`src/dvlq_pkg.sv`:
```
// shared constants and types for the delta vlq offset encoder
package dvlq_pkg;

  // field widths fixed by the item format
  localparam int unsigned OffsetW   = 32;
  localparam int unsigned ByteW     = 8;
  localparam int unsigned GroupBits = 7;

  // low seven bits of a code byte
  localparam logic [GroupBits-1:0] GroupMask = 7'h7F;
  // continuation flag, bit 7 of a code byte
  localparam logic [ByteW-1:0]     MoreBit   = 8'h80;

  // request actions
  typedef enum logic {
    ACT_ENCODE = 1'b0,
    ACT_FINISH = 1'b1
  } action_e;

endpackage

```
`src/dvlq_if.sv`:
```
// request and result channel interfaces

interface dvlq_in_if;
  logic                            valid;
  logic                            ready;
  logic                            action;
  logic [dvlq_pkg::OffsetW-1:0]    offset_value;

  modport source (output valid, output action, output offset_value, input ready);
  modport sink   (input valid, input action, input offset_value, output ready);
endinterface

interface dvlq_out_if;
  logic                            valid;
  logic                            ready;
  logic [dvlq_pkg::ByteW-1:0]      code_byte;
  logic                            last_of_run;
  logic                            overflow;

  modport source (output valid, output code_byte, output last_of_run, output overflow,
                  input ready);
  modport sink   (input valid, input code_byte, input last_of_run, input overflow,
                  output ready);
endinterface

```
`src/delta_vlq_offset_encoder_top.sv`:
```
// Delta VLQ offset encoder: each encode request sends the wrapped difference to the
// previous offset as big-endian 7-bit groups, leading zero groups dropped, bit 7 set on
// all but the final byte; overflow marks every byte of a descending or too-wide delta.
// A finish request sends one zero byte and clears the previous offset. An encode
// request produces 1 to GROUPS bytes (a finish produces one), sent through the single
// byte-wide result port. The front end takes one request per cycle into a two-entry
// queue, so up to two requests can wait while the back end sends bytes or the result
// side stalls; the input stalls only while the queue is full. The first byte of a
// request is valid once its entry has passed from the queue into the back-end
// registers.
module delta_vlq_offset_encoder_top #(
  parameter int unsigned GROUPS = 4
) (
  input  logic         clk_i,
  input  logic         rst_ni,
  dvlq_in_if.sink      in_i,
  dvlq_out_if.source   out_o
);

  localparam int unsigned GrpW   = (GROUPS > 1) ? $clog2(GROUPS) : 1;
  localparam int unsigned EntryW = dvlq_pkg::GroupBits * GROUPS + GrpW + 1;

  logic              push_valid, push_ready;
  logic [EntryW-1:0] push_data;
  logic              pop_valid, pop_ready;
  logic [EntryW-1:0] pop_data;

  // request classification and delta
  dvlq_front #(.GROUPS(GROUPS)) u_front (
    .clk_i        (clk_i),
    .rst_ni       (rst_ni),
    .req_i        (in_i),
    .push_valid_o (push_valid),
    .push_ready_i (push_ready),
    .push_data_o  (push_data)
  );

  // decoupling queue
  dvlq_queue #(.WIDTH(EntryW)) u_queue (
    .clk_i        (clk_i),
    .rst_ni       (rst_ni),
    .push_valid_i (push_valid),
    .push_ready_o (push_ready),
    .push_data_i  (push_data),
    .pop_valid_o  (pop_valid),
    .pop_ready_i  (pop_ready),
    .pop_data_o   (pop_data)
  );

  // byte emission
  dvlq_back #(.GROUPS(GROUPS)) u_back (
    .clk_i       (clk_i),
    .rst_ni      (rst_ni),
    .pop_valid_i (pop_valid),
    .pop_ready_o (pop_ready),
    .pop_data_i  (pop_data),
    .res_o       (out_o)
  );

endmodule

```
`src/dvlq_front.sv`:
```
// front end: delta against the previous offset, overflow check, group count
module dvlq_front #(
  parameter int unsigned GROUPS = 4
) (
  input  logic                        clk_i,
  input  logic                        rst_ni,
  dvlq_in_if.sink                     req_i,
  output logic                        push_valid_o,
  input  logic                        push_ready_i,
  output logic [7*GROUPS+((GROUPS>1)?$clog2(GROUPS):1):0] push_data_o
);

  localparam int unsigned DataW = dvlq_pkg::GroupBits * GROUPS;
  localparam int unsigned GrpW  = (GROUPS > 1) ? $clog2(GROUPS) : 1;

  logic [dvlq_pkg::OffsetW-1:0] prev_q, prev_d;
  logic [dvlq_pkg::OffsetW-1:0] delta;
  logic [63:0]                  delta_wide;
  logic [DataW-1:0]             delta_cut;
  logic                         ovf;
  logic [GrpW-1:0]              lead;
  logic                         fire;
  logic                         is_finish;

  assign is_finish = (req_i.action == dvlq_pkg::ACT_FINISH);
  assign fire      = req_i.valid & push_ready_i;

  // wrapped delta, cut to the group field, zero for a finish request
  assign delta      = req_i.offset_value - prev_q;
  assign delta_wide = {32'b0, delta};
  assign delta_cut  = is_finish ? '0 : delta_wide[DataW-1:0];

  // overflow on descending offset or bits above the group field
  always_comb begin
    ovf = (req_i.offset_value < prev_q);
    if ((delta_wide >> DataW) != 64'b0) begin
      ovf = 1'b1;
    end
    if (is_finish) begin
      ovf = 1'b0;
    end
  end

  // index of the highest nonzero group, zero when all are zero
  always_comb begin
    lead = '0;
    for (int i = 1; i < int'(GROUPS); i++) begin
      if (delta_cut[i*dvlq_pkg::GroupBits +: dvlq_pkg::GroupBits] != '0) begin
        lead = GrpW'(i);
      end
    end
  end

  // previous offset tracking
  always_comb begin
    prev_d = prev_q;
    if (fire) begin
      prev_d = is_finish ? '0 : req_i.offset_value;
    end
  end

  always_ff @(posedge clk_i or negedge rst_ni) begin
    if (!rst_ni) begin
      prev_q <= '0;
    end else begin
      prev_q <= prev_d;
    end
  end

  assign req_i.ready  = push_ready_i;
  assign push_valid_o = req_i.valid;
  assign push_data_o  = {ovf, lead, delta_cut};

endmodule

```
`src/dvlq_queue.sv`:
```
// two-entry queue between the front and back ends
module dvlq_queue #(
  parameter int unsigned WIDTH = 8
) (
  input  logic             clk_i,
  input  logic             rst_ni,
  input  logic             push_valid_i,
  output logic             push_ready_o,
  input  logic [WIDTH-1:0] push_data_i,
  output logic             pop_valid_o,
  input  logic             pop_ready_i,
  output logic [WIDTH-1:0] pop_data_o
);

  logic [WIDTH-1:0] mem_q [2];
  logic             wr_ptr_q, wr_ptr_d;
  logic             rd_ptr_q, rd_ptr_d;
  logic [1:0]       cnt_q, cnt_d;
  logic             push, pop;

  assign push_ready_o = (cnt_q != 2'd2);
  assign pop_valid_o  = (cnt_q != 2'd0);
  assign pop_data_o   = mem_q[rd_ptr_q];
  assign push         = push_valid_i & push_ready_o;
  assign pop          = pop_valid_o & pop_ready_i;

  // pointer and fill count update
  always_comb begin
    wr_ptr_d = wr_ptr_q ^ push;
    rd_ptr_d = rd_ptr_q ^ pop;
    cnt_d    = cnt_q;
    if (push && !pop) begin
      cnt_d = cnt_q + 2'd1;
    end else if (pop && !push) begin
      cnt_d = cnt_q - 2'd1;
    end
  end

  always_ff @(posedge clk_i or negedge rst_ni) begin
    if (!rst_ni) begin
      wr_ptr_q <= 1'b0;
      rd_ptr_q <= 1'b0;
      cnt_q    <= 2'd0;
    end else begin
      wr_ptr_q <= wr_ptr_d;
      rd_ptr_q <= rd_ptr_d;
      cnt_q    <= cnt_d;
    end
  end

  // entry storage
  always_ff @(posedge clk_i) begin
    if (push) begin
      mem_q[wr_ptr_q] <= push_data_i;
    end
  end

endmodule

```
`src/dvlq_back.sv`:
```
// back end: walks the groups of one delta and sends one code byte per cycle unless the result side stalls
module dvlq_back #(
  parameter int unsigned GROUPS = 4
) (
  input  logic                        clk_i,
  input  logic                        rst_ni,
  input  logic                        pop_valid_i,
  output logic                        pop_ready_o,
  input  logic [7*GROUPS+((GROUPS>1)?$clog2(GROUPS):1):0] pop_data_i,
  dvlq_out_if.source                  res_o
);

  localparam int unsigned DataW = dvlq_pkg::GroupBits * GROUPS;
  localparam int unsigned GrpW  = (GROUPS > 1) ? $clog2(GROUPS) : 1;

  logic                         busy_q, busy_d;
  logic [GrpW-1:0]              grp_q, grp_d;
  logic [DataW-1:0]             data_q, data_d;
  logic                         ovf_q, ovf_d;
  logic                         done;
  logic                         load;
  logic [dvlq_pkg::GroupBits-1:0] group;

  // current group and byte assembly
  assign group = data_q[grp_q*dvlq_pkg::GroupBits +: dvlq_pkg::GroupBits]
                 & dvlq_pkg::GroupMask;
  assign res_o.valid       = busy_q;
  assign res_o.code_byte   = (grp_q != '0) ? (dvlq_pkg::MoreBit | {1'b0, group})
                                           : {1'b0, group};
  assign res_o.last_of_run = (grp_q == '0);
  assign res_o.overflow    = ovf_q;

  // take the next entry when idle or when the final byte leaves
  assign done        = busy_q & res_o.ready & (grp_q == '0);
  assign load        = !busy_q || done;
  assign pop_ready_o = load;

  always_comb begin
    busy_d = busy_q;
    grp_d  = grp_q;
    data_d = data_q;
    ovf_d  = ovf_q;
    if (load) begin
      busy_d = pop_valid_i;
      data_d = pop_data_i[DataW-1:0];
      grp_d  = pop_data_i[DataW +: GrpW];
      ovf_d  = pop_data_i[DataW+GrpW];
    end else if (res_o.ready) begin
      grp_d = grp_q - GrpW'(1);
    end
  end

  always_ff @(posedge clk_i or negedge rst_ni) begin
    if (!rst_ni) begin
      busy_q <= 1'b0;
    end else begin
      busy_q <= busy_d;
    end
  end

  // payload registers
  always_ff @(posedge clk_i) begin
    grp_q  <= grp_d;
    data_q <= data_d;
    ovf_q  <= ovf_d;
  end

endmodule
```
`src/flat_wrapper.sv`:
```
// flat-port wrapper written by rule: the top's interface ports become plain ports
module delta_vlq_offset_encoder_top_flat 
#(
  parameter int unsigned GROUPS = 4
)
  (clk_i, rst_ni, in_i_valid, in_i_action, in_i_offset_value, in_i_ready, out_o_valid, out_o_code_byte, out_o_last_of_run, out_o_overflow, out_o_ready);
  dvlq_in_if in_i_i ();
  dvlq_out_if out_o_i ();
  input  logic clk_i;
  input  logic rst_ni;
  input wire logic [$bits(in_i_i.valid)-1:0] in_i_valid;
  input wire logic [$bits(in_i_i.action)-1:0] in_i_action;
  input wire logic [$bits(in_i_i.offset_value)-1:0] in_i_offset_value;
  output wire logic [$bits(in_i_i.ready)-1:0] in_i_ready;
  output wire logic [$bits(out_o_i.valid)-1:0] out_o_valid;
  output wire logic [$bits(out_o_i.code_byte)-1:0] out_o_code_byte;
  output wire logic [$bits(out_o_i.last_of_run)-1:0] out_o_last_of_run;
  output wire logic [$bits(out_o_i.overflow)-1:0] out_o_overflow;
  input wire logic [$bits(out_o_i.ready)-1:0] out_o_ready;
  assign in_i_i.valid = in_i_valid;
  assign in_i_i.action = in_i_action;
  assign in_i_i.offset_value = in_i_offset_value;
  assign in_i_ready = in_i_i.ready;
  assign out_o_valid = out_o_i.valid;
  assign out_o_code_byte = out_o_i.code_byte;
  assign out_o_last_of_run = out_o_i.last_of_run;
  assign out_o_overflow = out_o_i.overflow;
  assign out_o_i.ready = out_o_ready;
  delta_vlq_offset_encoder_top #(.GROUPS(GROUPS)) u_core (.clk_i(clk_i), .rst_ni(rst_ni), .in_i(in_i_i), .out_o(out_o_i));
endmodule
```
`config.mk`:
```
export PLATFORM = sky130hd
export DESIGN_NAME = delta_vlq_offset_encoder_top_flat
export DESIGN_NICKNAME = d
export VERILOG_FILES = /design/src/dvlq_pkg.sv /design/src/dvlq_if.sv /design/src/delta_vlq_offset_encoder_top.sv /design/src/dvlq_front.sv /design/src/dvlq_queue.sv /design/src/dvlq_back.sv /design/src/flat_wrapper.sv
export SDC_FILE = /design/constraint.sdc
export NUM_CORES = 1
export LEC_CHECK = 0
export BUFFER_PORTS_ARGS = -buffer_cell sky130_fd_sc_hd__clkbuf_2
export CAP_MARGIN = 20
export CORE_MARGIN = 4
export CORE_UTILIZATION = 55
export CTS_CLUSTER_DIAMETER = 80
export CTS_CLUSTER_SIZE = 12
export DETAILED_ROUTE_END_ITERATION = 16
export PLACE_DENSITY_LB_ADDON = 0.08
export SETUP_SLACK_MARGIN = 0.5
export SYNTH_ARGS = -nofsm -noshare
export SYNTH_HDL_FRONTEND = slang
export SYNTH_HIERARCHICAL = 1
export SYNTH_SLANG_ARGS = --single-unit
```
`constraint.sdc`:
```
create_clock -name clk_i -period 6.8 [get_ports clk_i]
set_input_delay 1.36 -clock clk_i [delete_from_list [all_inputs] [get_ports clk_i]]
set_output_delay 1.36 -clock clk_i [all_outputs]
set_load 0.05 [all_outputs]
```
# Yosys cells after proc, flatten, opt, wreduce, memory -nomap -nowiden
# Memory sizes are Yosys's and may differ from the RTL's.
# Cells that the tools add are included.
# op_classes
add_sub_neg	4
multipliers	1
order_cmp	1
eq_ne	1
shift	1
muxes	14
n_bitwise	6
reduce_logical	15
# ops
cell	n
nonzero test 64 bit	1
less-than comparator 32 bit	1
2-to-1 mux 32 bit	1
subtractor 32 bit	1
2-to-1 mux 28 bit	1
indexed part select 28 x 6 -> 7 bit	1
nonzero test 7 bit	3
2-to-1 mux 2 bit	6
2-to-1 mux 8 bit	1
nonzero test 2 bit	4
multiplier 2 x 3 -> 5 bit, second input constant	1
2-to-1 mux 1 bit	5
AND 1 bit	4
subtractor 2 x 1 -> 2 bit, second input constant	2
logical NOT 1 bit	3
adder 2 x 1 -> 2 bit, second input constant	1
logical AND 1 bit	2
logical NOT 2 bit	1
!= test 2 bit, second input constant	1
XOR 1 bit	2
logical OR 1 bit	1
# totals
regBits	68
ramBits	62
in_bits	37
out_inout_bits	12
word_cells	52
memories	1
# mem_list
name	depth	word_bits	rd	rd_ports_with_merged_regs	wr	line_no	rtl
u_core.u_queue.mem_q	2	31	1	0	1	dvlq_queue.sv:15	logic [WIDTH-1:0] mem_q [2];

# Depth between registers and ports, before layout
# logic_depth
ltp_word	7
depth_mapped	14
ltp_nobuf	13

# Modules after synthesis
# Netlist, hierarchy kept.
# modules_own_cells
module	n_inst	cells_per_inst	area_per_inst_um2	seq_area_each_um2
dvlq_front	1	455	3326.9	800.8
dvlq_queue	1	115	2600.0	1961.9
dvlq_back	1	51	1201.2	955.9

# Worst setup path after synthesis
# Ideal clock, no wire load.
# synth_timing
path_type	in2reg
from	in in_i_offset_value[0]
to	mem u_core/u_queue/mem_q[0][29] in the netlist's numbering (data pin)
setup_time_ns	0.263
t_arrival_ns	4.173
t_required_ns	6.537
setup_slack_ns	2.364
cell_stages	13
path_buffers	0
path_cell_list	inv_1 ha_1 inv_1 fa_1 a21oi_1 o22ai_1 o221ai_2 o211ai_2 a311oi_1 mux2_2 a211o_1 or4_1 or2_1
# synth_via
elab_cells_between_ends	6
cone_classes	add/sub: 1; mux: 3; reduce/logical: 2
# synth_rtl
item	line_no	rtl
start, declared	flat_wrapper.sv:13	input wire logic [$bits(in_i_i.offset_value)-1:0] in_i_offset_value;
subtractor 32 bit	dvlq_front.sv:29	assign delta = req_i.offset_value - prev_q;
2-to-1 mux 28 bit	dvlq_front.sv:31	assign delta_cut = is_finish ? '0 : delta_wide[DataW-1:0];
named net u_core.push_data[26]	delta_vlq_offset_encoder_top.sv:24	logic [EntryW-1:0] push_data;
nonzero test 7 bit	dvlq_front.sv:48	if (delta_cut[i*dvlq_pkg::GroupBits +: dvlq_pkg::GroupBits] != '0) begin
2-to-1 mux 2 bit	dvlq_front.sv:48	
named net u_core.push_data[29]	delta_vlq_offset_encoder_top.sv:24	
end, declared	dvlq_queue.sv:15	
# The timed path passes the listed nets, and every way through them passes these cells.

# Worst setup path in the final report
# layout_timing
from	in in_i_offset_value[0]
to	mem u_core/u_queue/mem_q[1][29] in the netlist's numbering (data pin)
# Same word-level chain as after synthesis.

==> impl_metrics.env <==
export IMPL_clkLatencyLatePin_ns=0.41
export IMPL_synth_fa_ha_area_frac=0.0660
export IMPL_synth_cell_type_count=65
export IMPL_yosys_area_share_simple=0.120
export IMPL_io_pins=49
export IMPL_seq_area_frac_synth=0.522
export IMPL_synthDominantCellAreaShare=0.392
export IMPL_antenna_found_initial=0
export IMPL_finalSetupViolations=0
export IMPL_reg2reg_slack_ns=3.11
export IMPL_power_uw=3740
export IMPL_critPathBufInv=3
export IMPL_synth_compound_gate_area_share=0.114
export IMPL_max_stage_delay_ns=0.42
export IMPL_fin_crit_ns=4.42
export IMPL_worstSetupPathType="primary input to flop"
export IMPL_diodes=0
export IMPL_layout_common_cells="edfxtp_1, nand2_1, o21ai_0, clkbuf_2, inv_1"
export IMPL_first_pass_iters=6
export IMPL_cp_end_kind="flop"
export IMPL_hold_viol=0
export IMPL_cts_sinks=130
export IMPL_pwr_share_clk=0.272
export IMPL_comb_power_share=0.371
export IMPL_routed_via_density=5.42
export IMPL_drive_gt1_frac=0.206
export IMPL_async_flop_share=0.285
export IMPL_cts_root_buf="clkbuf_16"
export IMPL_hold_depth=2
export IMPL_dp_hpwl_um=9580
export IMPL_worstSetupStartpointType="primary input"
export IMPL_postCtsSetupRepairBufs=0
export IMPL_p_leak_uw=0.00332
export IMPL_track_usage=0.186
export IMPL_r2r_end="u_core/u_queue/mem_q[1][29]"
export IMPL_max_freq_ghz=0.226
export IMPL_power_net_switching_uw=1280
export IMPL_overflow=0
export IMPL_synthMuxAreaShare=0.0960
export IMPL_final_common_cell="edfxtp_1"
export IMPL_ys_ff_latch=130
export IMPL_synth_edff_count=93
export IMPL_wl_um=13000
export IMPL_worstMarginPinSlew_ns=1.01
export IMPL_fin_setup_tns_ns=0
export IMPL_avgSynthCellArea_um2=11.5
export IMPL_die_h_um=122
export IMPL_hold_start="u_core/u_front/prev_q[17]"
export IMPL_synth_xor_area_frac=0.0319
export IMPL_grt_pass1_wl_um=21500
export IMPL_skew_ns=0.00940
export IMPL_switching_share=0.343
export IMPL_required_ns=6.95
export IMPL_min_to="u_core/u_front/prev_q[17]"
export IMPL_yosys_warnings=6
export IMPL_die_x_um=122
export IMPL_cts_tree="done"
export IMPL_yosys_area_top_type="edfxtp_1"
export IMPL_initial_core_util=0.563
export IMPL_reg2reg_depth=12
export IMPL_wl_per_cell_um=15.3
export IMPL_synth_top_flop_cell="edfxtp_1"
export IMPL_slowest_stage="fa_1"
export IMPL_path_cells="clkbuf_2 > inv_1 > ha_1 > inv_1 > fa_1 > a21oi_1 > o22ai_1 > o221ai_2 > o211ai_2 > a311oi_1 > mux2_2 > a211o_1 > or4_1 > or2_1"
export IMPL_status="finished, final reports clean"
export IMPL_cts_buffer_depth=2
export IMPL_cap_violations=0
export IMPL_antenna_left=0
export IMPL_synthesis_area_um2=7130
export IMPL_postLayoutCoreUtil=0.639
export IMPL_cts_resized=0
export IMPL_p_seq_frac=0.357
export IMPL_vias=4609
export IMPL_slew_headroom=0.329
export IMPL_gp_congestion=0.869
export IMPL_portBuffers=48
export IMPL_cts_hold_buf=0
export IMPL_synth_cells=621
export IMPL_worstPathArrival_ns=4.57
export IMPL_core_area_um2=12700
export IMPL_synth_top_family_by_area="simple AND/OR/NAND/NOR gates"
export IMPL_cts_made_buffers=17
export IMPL_grt_pass1_vias=4347
export IMPL_grt_setup_unrepaired="no"
export IMPL_clk_pin_slew_ns=0.06
export IMPL_nets=740
export IMPL_crit_family="compound AO/OA/AOI/OAI gates"
export IMPL_synth_fp_nets=695
export IMPL_powerDensity_nw_per_um2=462
export IMPL_p_int_uw=2460
export IMPL_drc=0
export IMPL_drtIter0Drc=313
export IMPL_synth_area_leaders="edfxtp_1, dfrtp_1, ha_1"
export IMPL_htreeDepth=4
export IMPL_path_common_cell="inv_1"
export IMPL_grt_max_degree=65
export IMPL_reg2reg_from="u_core/u_front/prev_q[0]"
export IMPL_rows=41
export IMPL_hp_class="flop to flop"
export IMPL_fin_crit_sh=0.650
export IMPL_slew_violations=0
export IMPL_path_max_fanout=5
export IMPL_ir_drop_mv=0.162
export IMPL_die_area_um2=14800
export IMPL_synthToLayoutAreaGrowth_pct=13.6
## synthesized netlist by cell type, drive strengths merged, types with 4 or more instances
cell / count
a31oi: 7
nand2b: 9
inv: 46
xor2: 14
o21ai: 54
nor2: 38
a211oi: 4
nand2: 82
mux2: 35
edfxtp: 93
xnor2: 12
or4: 4
a21oi: 33
clkbuf: 13
a21o: 7
buf: 14
dfrtp: 37
and2: 8
mux4: 7
ha: 36
nand3: 14
nor2b: 8
## cell type report
| class | instances | area [um^2] |
|---|---|---|
| Timing Repair Buffer | 53 | 278 |
| Inverter | 46 | 173 |
| Clock inverter | 14 | 234 |
| Fill cell | 1026 | 4570 |
| Sequential cell | 130 | 3720 |
| Clock buffer | 18 | 429 |
| Tap cell | 172 | 215 |
| Multi-Input combinational cell | 418 | 3050 |
## worst max path at each step
stage,endpoint,slack (ns),cells after the start,startpoint
floorplan,u_core/u_queue/mem_q[0][29],2.36,13,in_i_offset_value[0]
global placement,u_core/u_queue/mem_q[0][29],2.06,14,in_i_offset_value[0]
detailed placement,u_core/u_queue/mem_q[1][29],1.97,14,in_i_offset_value[0]
CTS,u_core/u_queue/mem_q[1][29],2.38,14,in_i_offset_value[0]
global route,u_core/u_queue/mem_q[1][29],2.23,14,in_i_offset_value[0]
finish,u_core/u_queue/mem_q[1][29],2.38,14,in_i_offset_value[0]
## power groups by stage
stage	Clock, uW	Combinational (uW)	Sequential, uW
floorplan	0	1210	1270
global placement	0	1360	1340
detailed placement	0	1390	1360
CTS	1040	1390	1340
global route	1070	1530	1360
finish	1020	1390	1330
## sequential cells by signal, summed over array words and instances, names as in the netlist
name / cells
u_core/u_queue/mem_q: 62
u_core/u_front/prev_q: 32
u_core/u_back/data_q: 28
u_core/u_back/grp_q: 2
u_core/u_queue/cnt_q: 2
u_core/u_back/res_o.overflow: 1
u_core/u_back/res_o.valid: 1
u_core/u_queue/rd_ptr_q: 1
u_core/u_queue/wr_ptr_q: 1
## worst register-to-register path: stages, from the launching register on
cell	delay (ns)
dfrtp_1	0.37
ha_1	0.19
inv_1	0.06
fa_1	0.42
a21oi_1	0.23
o22ai_1	0.13
o221ai_2	0.32
o211ai_2	0.17
a311oi_1	0.27
mux2_2	0.39
a211o_1	0.22
or4_1	0.41
or2_1	0.25
## kinds of logic (layout without fill, tap and decap cells)
group,count (synthesis),in the layout
fa+ha+maj,37,37
xor+xnor,26,26
mux,44,44
flops,130,130
buf+inv,73,131
simple gates,180,180
compound gates,131,131
## per-layer routing
layer | GRT usage | routed length, um | vias to the layer above | part of all wire
met4 | 0.0658 | 208 | 0 | 0.016
met2 | 0.283 | 6010 | 105 | 0.46
met1 | 0.268 | 6320 | 2160 | 0.48
li1 | - | - | 2323 | -
met5 | 0 | 0 | - | 0
met3 | 0.0357 | 508 | 21 | 0.039
## per-stage QoR
step / setup WS, ns / std cells / cell area (um^2) / hold slack (ns)
floorplan: 2.36 / 621 / 7130 / 0.450
global placement: 2.06 / 819 / 7430 / 0.463
detailed placement: 1.97 / 819 / 7430 / 0.470
CTS: 2.38 / 851 / 8100 / 0.484
global route: 2.23 / 851 / 8100 / 0.502
finish: 2.38 / 851 / 8100 / 0.477
Power figures use the tool's default switching activity.
